<file path="src/hw/rtl/xmc_pkg.sv">
`timescale 1ns / 1ps
// ---------------------------------------------------------------------------
// xmc_pkg
// Shared types, constants and the XTEA round function of the XTEA MAC/CTR
// engine.
// ---------------------------------------------------------------------------
package xmc_pkg;

    localparam int unsigned NUM_ROUNDS    = 32;
    localparam int unsigned ROUND_W       = $clog2(NUM_ROUNDS);
    localparam logic [31:0] ROUND_DELTA   = 32'h9E3779B9;
    localparam int unsigned MIC_BYTES_DEF = 4;
    localparam int unsigned QUEUE_DEPTH   = 2;
    localparam int unsigned CFG_IDX_W     = 1;

    typedef enum logic [1:0] {
        OP_ENCRYPT = 2'd0,
        OP_MAC     = 2'd1,
        OP_CTR     = 2'd2,
        OP_RSVD    = 2'd3
    } op_t;

    typedef enum logic [CFG_IDX_W-1:0] {
        CFG_KEY_UPPER = 1'b0,
        CFG_KEY_LOWER = 1'b1
    } cfg_idx_t;

    typedef struct packed {
        logic [63:0] upper;
        logic [63:0] lower;
    } key_t;

    // classified command between front and back
    typedef struct packed {
        op_t         op;
        logic [63:0] data;
        logic [63:0] mask;
        logic        first;
        logic        last;
        logic [63:0] cstart;
        logic [31:0] exp_mic;
    } cmd_t;

    function automatic logic [31:0] key_word(key_t k, logic [1:0] sel);
        logic [31:0] w;
        case (sel)
            2'd0:    w = k.upper[63:32];
            2'd1:    w = k.upper[31:0];
            2'd2:    w = k.lower[63:32];
            default: w = k.lower[31:0];
        endcase
        return w;
    endfunction

    function automatic logic [31:0] xtea_mix(logic [31:0] v);
        return ((v << 4) ^ (v >> 5)) + v;
    endfunction

    // one full round: both half rounds
    function automatic logic [63:0] xtea_round(logic [63:0] ab, logic [31:0] s, key_t k);
        logic [31:0] a;
        logic [31:0] b;
        logic [31:0] s1;
        a  = ab[63:32] + (xtea_mix(ab[31:0]) ^ (s + key_word(k, s[1:0])));
        s1 = s + ROUND_DELTA;
        b  = ab[31:0] + (xtea_mix(a) ^ (s1 + key_word(k, s1[12:11])));
        return {a, b};
    endfunction

endpackage

</file>
<file path="src/hw/rtl/xtea_mac_ctr_engine.sv">
`timescale 1ns / 1ps
// ---------------------------------------------------------------------------
// xtea_mac_ctr_engine
// 32-round XTEA block engine: plain encrypt, CBC-MAC step with MIC check,
// counter mode step.
// ---------------------------------------------------------------------------
//  channel  | handshake          | payload
//  s_*      | s_valid / s_ready  | opcode, block_data, valid_bytes, first, last,
//           |                    | counter_start, expected_mic
//  m_*      | m_valid / m_ready  | result_data, mic_match
//  cfg_*    | cfg_valid/cfg_ready| cfg_index, cfg_data (key words)
//
//  One XTEA round per cycle: a block runs all rounds in the round engine, then
//  a hand-off state loads the result register and may take the next block;
//  reserved opcode beats skip the rounds and go straight to the hand-off.
//  A two-entry command queue before the round engine keeps s_ready high while
//  a block runs, until full; the result register lets rounds run with m_ready low.
//  Reset (aresetn, synchronous) clears keys, MAC chain, counter and queue.
//  m_ready low holds the result; the engine then waits with its next block.
// ---------------------------------------------------------------------------
module xtea_mac_ctr_engine #(
    parameter int unsigned MIC_BYTES = xmc_pkg::MIC_BYTES_DEF
) (
    input  logic                           aclk,
    input  logic                           aresetn,
    input  logic                           cfg_valid,
    output logic                           cfg_ready,
    input  logic [xmc_pkg::CFG_IDX_W-1:0]  cfg_index,
    input  logic [63:0]                    cfg_data,
    input  logic                           s_valid,
    output logic                           s_ready,
    input  logic [1:0]                     s_opcode,
    input  logic [63:0]                    s_block_data,
    input  logic [3:0]                     s_valid_bytes,
    input  logic                           s_first,
    input  logic                           s_last,
    input  logic [63:0]                    s_counter_start,
    input  logic [31:0]                    s_expected_mic,
    output logic                           m_valid,
    input  logic                           m_ready,
    output logic [63:0]                    m_result_data,
    output logic                           m_mic_match
);

    xmc_pkg::key_t key_reg;
    logic          cmd_valid;
    logic          cmd_ready;
    xmc_pkg::cmd_t cmd;

    assign cfg_ready = 1'b1;

    always_ff @(posedge aclk) begin
        if (!aresetn) begin
            key_reg <= '0;
        end else if (cfg_valid && cfg_ready) begin
            case (xmc_pkg::cfg_idx_t'(cfg_index))
                xmc_pkg::CFG_KEY_UPPER: key_reg.upper <= cfg_data;
                xmc_pkg::CFG_KEY_LOWER: key_reg.lower <= cfg_data;
                default: begin
                end
            endcase
        end
    end

    xmc_front u_front (
        .aclk            (aclk),
        .aresetn         (aresetn),
        .s_valid         (s_valid),
        .s_ready         (s_ready),
        .s_opcode        (s_opcode),
        .s_block_data    (s_block_data),
        .s_valid_bytes   (s_valid_bytes),
        .s_first         (s_first),
        .s_last          (s_last),
        .s_counter_start (s_counter_start),
        .s_expected_mic  (s_expected_mic),
        .cmd_valid       (cmd_valid),
        .cmd_ready       (cmd_ready),
        .cmd             (cmd)
    );

    xmc_back #(
        .MIC_BYTES (MIC_BYTES)
    ) u_back (
        .aclk          (aclk),
        .aresetn       (aresetn),
        .key           (key_reg),
        .cmd_valid     (cmd_valid),
        .cmd_ready     (cmd_ready),
        .cmd           (cmd),
        .m_valid       (m_valid),
        .m_ready       (m_ready),
        .m_result_data (m_result_data),
        .m_mic_match   (m_mic_match)
    );

endmodule

</file>
<file path="src/hw/rtl/xmc_front.sv">
`timescale 1ns / 1ps
// ---------------------------------------------------------------------------
// xmc_front
// Input beat acceptance, opcode classification, byte mask build and a short
// command queue toward the round engine.
// ---------------------------------------------------------------------------
module xmc_front (
    input  logic                aclk,
    input  logic                aresetn,
    input  logic                s_valid,
    output logic                s_ready,
    input  logic [1:0]          s_opcode,
    input  logic [63:0]         s_block_data,
    input  logic [3:0]          s_valid_bytes,
    input  logic                s_first,
    input  logic                s_last,
    input  logic [63:0]         s_counter_start,
    input  logic [31:0]         s_expected_mic,
    output logic                cmd_valid,
    input  logic                cmd_ready,
    output xmc_pkg::cmd_t       cmd
);

    localparam int unsigned PTR_W = $clog2(xmc_pkg::QUEUE_DEPTH);

    xmc_pkg::cmd_t     q_reg [xmc_pkg::QUEUE_DEPTH];
    logic [PTR_W-1:0]  wr_ptr_reg;
    logic [PTR_W-1:0]  rd_ptr_reg;
    logic [PTR_W:0]    count_reg;
    logic [PTR_W:0]    count_next;
    xmc_pkg::cmd_t     in_cmd;
    logic [63:0]       mask;
    logic              push;
    logic              pop;

    always_comb begin
        for (int i = 0; i < 8; i++) begin
            mask[63-8*i -: 8] = {8{s_valid_bytes > 4'(i)}};
        end
    end

    always_comb begin
        in_cmd         = '0;
        in_cmd.op      = xmc_pkg::op_t'(s_opcode);
        in_cmd.mask    = mask;
        in_cmd.first   = s_first;
        in_cmd.last    = s_last;
        in_cmd.cstart  = s_counter_start;
        in_cmd.exp_mic = s_expected_mic;
        case (in_cmd.op)
            xmc_pkg::OP_ENCRYPT: in_cmd.data = s_block_data;
            default:             in_cmd.data = s_block_data & mask;
        endcase
    end

    assign s_ready   = (count_reg != (PTR_W+1)'(xmc_pkg::QUEUE_DEPTH));
    assign cmd_valid = (count_reg != '0);
    assign cmd       = q_reg[rd_ptr_reg];
    assign push      = s_valid && s_ready;
    assign pop       = cmd_valid && cmd_ready;

    always_comb begin
        count_next = count_reg;
        if (push && !pop) begin
            count_next = count_reg + 1'b1;
        end else if (pop && !push) begin
            count_next = count_reg - 1'b1;
        end
    end

    always_ff @(posedge aclk) begin
        if (!aresetn) begin
            wr_ptr_reg <= '0;
            rd_ptr_reg <= '0;
            count_reg  <= '0;
        end else begin
            count_reg <= count_next;
            if (push) begin
                wr_ptr_reg <= wr_ptr_reg + 1'b1;
            end
            if (pop) begin
                rd_ptr_reg <= rd_ptr_reg + 1'b1;
            end
        end
    end

    always_ff @(posedge aclk) begin
        if (push) begin
            q_reg[wr_ptr_reg] <= in_cmd;
        end
    end

`ifndef SYNTHESIS
    a_count_range: assert property (@(posedge aclk) disable iff (!aresetn)
        count_reg <= (PTR_W+1)'(xmc_pkg::QUEUE_DEPTH))
        else $error("queue count out of range");
    a_ptr_track: assert property (@(posedge aclk) disable iff (!aresetn)
        (count_reg == '0 || count_reg == (PTR_W+1)'(xmc_pkg::QUEUE_DEPTH))
        |-> wr_ptr_reg == rd_ptr_reg)
        else $error("queue pointers disagree with count");
    a_no_push_full: assert property (@(posedge aclk) disable iff (!aresetn)
        (count_reg == (PTR_W+1)'(xmc_pkg::QUEUE_DEPTH) && !pop) |=> $stable(wr_ptr_reg))
        else $error("write into full queue");
`endif

endmodule

</file>
<file path="src/hw/rtl/xmc_back.sv">
`timescale 1ns / 1ps
// ---------------------------------------------------------------------------
// xmc_back
// Iterative XTEA round engine with MAC chain, counter block and result
// register.
// ---------------------------------------------------------------------------
module xmc_back #(
    parameter int unsigned MIC_BYTES = xmc_pkg::MIC_BYTES_DEF
) (
    input  logic                aclk,
    input  logic                aresetn,
    input  xmc_pkg::key_t       key,
    input  logic                cmd_valid,
    output logic                cmd_ready,
    input  xmc_pkg::cmd_t       cmd,
    output logic                m_valid,
    input  logic                m_ready,
    output logic [63:0]         m_result_data,
    output logic                m_mic_match
);

    localparam int unsigned MIC_SHIFT = 64 - 8 * MIC_BYTES;
    localparam logic [xmc_pkg::ROUND_W-1:0] LAST_ROUND =
        (xmc_pkg::ROUND_W)'(xmc_pkg::NUM_ROUNDS - 1);

    typedef enum logic [2:0] {
        ST_IDLE = 3'b001,
        ST_RUN  = 3'b010,
        ST_DONE = 3'b100
    } state_t;

    state_t                       state_reg, state_next;
    logic [xmc_pkg::ROUND_W-1:0]  cnt_reg, cnt_next;
    logic [63:0]                  ab_reg, ab_next;
    logic [31:0]                  sum_reg, sum_next;
    xmc_pkg::op_t                 op_reg;
    logic [63:0]                  data_reg;
    logic [63:0]                  mask_reg;
    logic                         last_reg;
    logic [31:0]                  exp_reg;
    logic [63:0]                  chain_reg, chain_next;
    logic [63:0]                  ctr_reg, ctr_next;
    logic                         m_valid_reg, m_valid_next;
    logic [63:0]                  m_data_reg, m_data_next;
    logic                         m_match_reg, m_match_next;

    logic        out_free;
    logic        start;
    logic [63:0] src_blk;
    logic [63:0] ctr_base;
    logic [63:0] round_ab;
    logic [63:0] mic_word;
    logic [63:0] res_data;
    logic        res_match;

    assign out_free  = !m_valid_reg || m_ready;
    assign cmd_ready = (state_reg == ST_IDLE) || (state_reg == ST_DONE && out_free);
    assign start     = cmd_valid && cmd_ready;
    assign round_ab  = xmc_pkg::xtea_round(ab_reg, sum_reg, key);
    assign ctr_base  = cmd.first ? cmd.cstart : ctr_reg;
    assign mic_word  = ab_reg >> MIC_SHIFT;

    always_comb begin
        case (cmd.op)
            xmc_pkg::OP_ENCRYPT: src_blk = cmd.data;
            xmc_pkg::OP_MAC:     src_blk = (cmd.first ? 64'd0 : chain_reg) ^ cmd.data;
            xmc_pkg::OP_CTR:     src_blk = ctr_base;
            default:             src_blk = 64'd0;
        endcase
    end

    // ab_reg holds the cipher output while in DONE
    always_comb begin
        res_match = 1'b0;
        case (op_reg)
            xmc_pkg::OP_ENCRYPT: res_data = ab_reg;
            xmc_pkg::OP_MAC: begin
                res_data  = ab_reg;
                res_match = last_reg && (mic_word == {32'd0, exp_reg});
            end
            xmc_pkg::OP_CTR:     res_data = (data_reg ^ ab_reg) & mask_reg;
            default:             res_data = 64'd0;
        endcase
    end

    always_comb begin
        state_next   = state_reg;
        cnt_next     = cnt_reg;
        ab_next      = ab_reg;
        sum_next     = sum_reg;
        chain_next   = chain_reg;
        ctr_next     = ctr_reg;
        m_valid_next = m_valid_reg && !m_ready;
        m_data_next  = m_data_reg;
        m_match_next = m_match_reg;

        case (state_reg)
            ST_RUN: begin
                ab_next  = round_ab;
                sum_next = sum_reg + xmc_pkg::ROUND_DELTA;
                cnt_next = cnt_reg + 1'b1;
                if (cnt_reg == LAST_ROUND) begin
                    state_next = ST_DONE;
                    if (op_reg == xmc_pkg::OP_MAC) begin
                        chain_next = round_ab;
                    end
                end
            end
            ST_DONE: begin
                if (out_free) begin
                    m_valid_next = 1'b1;
                    m_data_next  = res_data;
                    m_match_next = res_match;
                    state_next   = ST_IDLE;
                end
            end
            default: begin
            end
        endcase

        if (start) begin
            ab_next    = src_blk;
            sum_next   = 32'd0;
            cnt_next   = '0;
            state_next = (cmd.op == xmc_pkg::OP_RSVD) ? ST_DONE : ST_RUN;
            if (cmd.op == xmc_pkg::OP_CTR) begin
                ctr_next = {ctr_base[63:8], ctr_base[7:0] + 8'd1};
            end
        end
    end

    always_ff @(posedge aclk) begin
        if (!aresetn) begin
            state_reg   <= ST_IDLE;
            cnt_reg     <= '0;
            chain_reg   <= 64'd0;
            ctr_reg     <= 64'd0;
            m_valid_reg <= 1'b0;
        end else begin
            state_reg   <= state_next;
            cnt_reg     <= cnt_next;
            chain_reg   <= chain_next;
            ctr_reg     <= ctr_next;
            m_valid_reg <= m_valid_next;
        end
    end

    always_ff @(posedge aclk) begin
        ab_reg      <= ab_next;
        sum_reg     <= sum_next;
        m_data_reg  <= m_data_next;
        m_match_reg <= m_match_next;
        if (start) begin
            op_reg   <= cmd.op;
            data_reg <= cmd.data;
            mask_reg <= cmd.mask;
            last_reg <= cmd.last;
            exp_reg  <= cmd.exp_mic;
        end
    end

    assign m_valid       = m_valid_reg;
    assign m_result_data = m_data_reg;
    assign m_mic_match   = m_match_reg;

`ifndef SYNTHESIS
    a_sum_start: assert property (@(posedge aclk) disable iff (!aresetn)
        (state_reg == ST_RUN && cnt_reg == '0) |-> sum_reg == 32'd0)
        else $error("round sum not cleared at start");
    a_ctr_hold: assert property (@(posedge aclk) disable iff (!aresetn)
        !(start && cmd.op == xmc_pkg::OP_CTR) |=> $stable(ctr_reg))
        else $error("counter block moved outside a counter step");
    a_chain_hold: assert property (@(posedge aclk) disable iff (!aresetn)
        (state_reg == ST_RUN && cnt_reg != LAST_ROUND) |=> $stable(chain_reg))
        else $error("MAC chain changed mid-run");
    a_out_from_done: assert property (@(posedge aclk) disable iff (!aresetn)
        $rose(m_valid_reg) |-> $past(state_reg == ST_DONE))
        else $error("result beat without finished block");
    a_done_hold: assert property (@(posedge aclk) disable iff (!aresetn)
        (state_reg == ST_DONE && !out_free) |=> (state_reg == ST_DONE && $stable(ab_reg)))
        else $error("finished block lost under stall");
`endif

endmodule

</file>
<file path="config.mk">
export PLATFORM = sky130hd
export DESIGN_NAME = xtea_mac_ctr_engine
export DESIGN_NICKNAME = d
export VERILOG_FILES = /design/src/hw/rtl/xmc_pkg.sv /design/src/hw/rtl/xtea_mac_ctr_engine.sv /design/src/hw/rtl/xmc_front.sv /design/src/hw/rtl/xmc_back.sv
export SDC_FILE = /design/constraint.sdc
export NUM_CORES = 2
export LEC_CHECK = 0
export ABC_CLOCK_PERIOD_IN_PS = 14000
export BUFFER_PORTS_ARGS = -buffer_cell sky130_fd_sc_hd__buf_2
export CORE_MARGIN = 1
export CORE_UTILIZATION = 52
export DETAILED_ROUTE_END_ITERATION = 12
export HOLD_SLACK_MARGIN = 0.06
export PLACE_DENSITY = 0.7
export SYNTH_ARGS = -nofsm -noshare
export SYNTH_HDL_FRONTEND = slang
export SYNTH_SLANG_ARGS = --single-unit
</file>
<file path="constraint.sdc">
create_clock -name aclk -period 14 [get_ports aclk]
set_clock_uncertainty 0.1 [all_clocks]
set_input_delay 2.1 -clock aclk [delete_from_list [all_inputs] [get_ports aclk]]
set_output_delay 2.1 -clock aclk [all_outputs]
set_load 0.03 [all_outputs]
</file>
==> run summary <==
Die ar. - 0.0919 mm^2
Vias - 37210
RR Endpoint - u_back.ab_reg[31]
Fraction of layout cells with a size suffix above 1 - 12.9%
RSZ-0062 raised after global routing - no
Final setup TNS - 0 ps
Status - completed
Total track usage - 31.2%
Synth Instances - 4758
Mapped cell area - 0.0472 mm^2
Synth Flop Type - edfxtp_1
Drt first-iter violations - 4009
CTS hold repair buffers - 0
Hold wc startpoint - key_reg[30]
Synth warn - 0
Vias in the first global route - 34361
Vias per std cell - 5.96
Multi-input logic area - 0.0225 mm^2
Number of buffer and inverter instances along the worst setup path - 3
Slowest cell delay on critical path - 510 ps
Buffers on Ports - 304
Final Hold Viols - 0
Crit-path max FO - 32
Worst EP required - 14290 ps
# setup viols final - 0
Commonest non-fill, non-tap cells in the layout - nand2_1 (758), edfxtp_1 (580), a21oi_1 (530)
Post-synth EDFFs - 580
Period minus WS final - 11110 ps
Io pins - 306
First-pass DRT Iterations - 8
Clock buffer depth - 3
Synthesis-stage register bit count - 882
Drc violations - 0
Die Span Y - 303 um
Mapped Avg Cell Area - 9.92 um^2
Area leader, netlist - edfxtp_1
FFs w/ async S/R, synth - 0%
Post-synthesis sequential area ratio - 49.7%
Wire per inst - 23.5 um
CTS tree - yes
R2R Setup Slk - 2890 ps
Mapped Nets - 5208
Max Freq - 90.0 MHz
Post-CTS sizing - 0
Largest cells by area after synthesis - edfxtp_1 (37%), dfxtp_1 (13%), nand2_1 (6.1%), a21oi_1 (5.6%), ha_1 (5.5%)
CTS Buf Count - 93
Commonest non-fill, non-tap cell in the layout - nand2_1
Netlist cell types - 90
Hold Path Stages - 2
Skew-Pair Late Insertion Delay - 680 ps
Yosys top cell area share - 36.9%
FILL cells - 7684
Final #Nets - 5439
Relative slew slack - 15.8%
Setup bufs post-CTS - 0
Cell family with most CP delay - compound AO/OA/AOI/OAI gates
Worst reg2reg path depth - 45
Total gr overflow - 0
Max-Cap Viols - 0
Initial core utilization - 52.4%
First-pass GRT wire length - 213000 um
Seq. cell area - 0.0235 mm^2
CP Capture Type - register
Largest net degree at the start of global routing - 149
Crit share post-route - 79.4%
Hold Path Sink - key_reg[30]
Routed Antenna Nets - 0
Slew at the pin with the worst max-slew slack - 1250 ps
# rows - 110
H-Tree Level Count - 3
Startpoint Class - register
Total clock sinks - 882
Horiz. Die Dim - 303 um
Area growth, synth to finish - 12.3%
Max FFs per register - 344
Initial antenna violation count - 4
Routed WL - 147000 um
Clock Tree Root - clkbuf_16
Setup CP Type - reg2reg
Crit path arrival time - 11400 ps
Reg-to-Reg Start - u_back.sum_reg[1]
Critical path's slowest cell - o21ai_0
Worst hold path class - reg2reg
HPWL after DPL - 107000 um
GP Congestion - 1.03
Clk slew on worst S/H paths - 60 ps
Slew Limit Fails - 0
Core footprint - 0.0900 mm^2
[through the flow]
| stage | setup WS, ps | util, % | cell area, um^2 | std cells | hold WS, ps |
|---|---|---|---|---|---|
| after floorplan | 3810 | - | 47200 | 4758 | 336 |
| after global placement | 3340 | 55.4 | 49800 | 6070 | 341 |
| after detailed placement | 3150 | 55.4 | 49800 | 6070 | 347 |
| after CTS | 3050 | 58.9 | 53000 | 6245 | 354 |
| after global routing | 1850 | 58.9 | 53000 | 6246 | 371 |
| final | 2890 | 58.9 | 53000 | 6247 | 354 |
[how the worst max path moves through the flow]
| stage | startpoint | endpoint | cells past startpoint |
|---|---|---|---|
| 6_report | u_back.sum_reg[1] | u_back.ab_reg[31] | 45 |
| 5_1_grt | u_back.sum_reg[1] | u_back.ab_reg[31] | 43 |
| 4_1_cts | u_back.sum_reg[1] | u_back.ab_reg[31] | 43 |
| 3_5_place_dp | u_back.sum_reg[1] | u_back.ab_reg[31] | 43 |
| 2_1_floorplan | m_ready | u_back.ab_reg[52] | 7 |
| 3_3_place_gp | u_back.sum_reg[1] | u_back.ab_reg[31] | 45 |
[area by class of cell]
class / count / area share (%)
Inverter: 130 / 0.940
Tap cell: 1176 / 2.78
Clock buffer: 119 / 4.79
Antenna cell: 2 / 0.00945
Multi-Input combinational cell: 3531 / 42.5
Timing Repair Buffer: 351 / 3.56
Sequential cell: 882 / 44.3
Clock inverter: 56 / 1.14
[cells in the mapped netlist (all sizes together), types with 11 or more instances]
library cell  number
a21o              95
o31ai             18
edfxtp           580
and2              56
nand3             44
clkbuf           176
o21bai            31
o21ai            324
xor2             191
o21a              35
a221oi            11
inv              127
mux2             105
a211oi            66
o22ai             35
nand4             17
mux2i            106
o211ai            12
nand2b            24
and3              20
nand2            761
nor3              28
or3               11
dfxtp            302
xnor2            224
nor2             317
nor2b             83
a222oi            32
a21oi            531
a211o             12
ha               206
buf               39
[cells by family (layout without fill, tap and decap cells)]
group                      count (synthesis)  after routing  synth area share [%]
buffers and inverters                    345            656                  2.77
adders and majority gates                212            212                  5.72
other                                      1              3               0.00795
DFF                                      882            882                  49.7
and+or+nand+nor                         1399           1399                  12.7
AOI/OAI and AO/OA                       1291           1291                  16.5
xor gates and xnor gates                 417            417                  7.82
muxes                                    211            211                  4.75
[tightest hold or removal path: cells and delay by family (launching register included)]
family           cells  cell delay [ps]
flip-flops           1              310
AND/OR/NAND/NOR      1               50
AO/OA/AOI/OAI        1               50
[metal layers]
metal,global-route usage [%],share of wire [%],wire (um)
met4,12.3,4.1,6060
met5,0,0.015,22
met1,43.0,42,61700
met3,5.14,8.2,12000
met2,49.1,46,66800
Power is not shown: default switching activity piles up to over one toggle a cycle in this logic, so the estimate is an artifact.
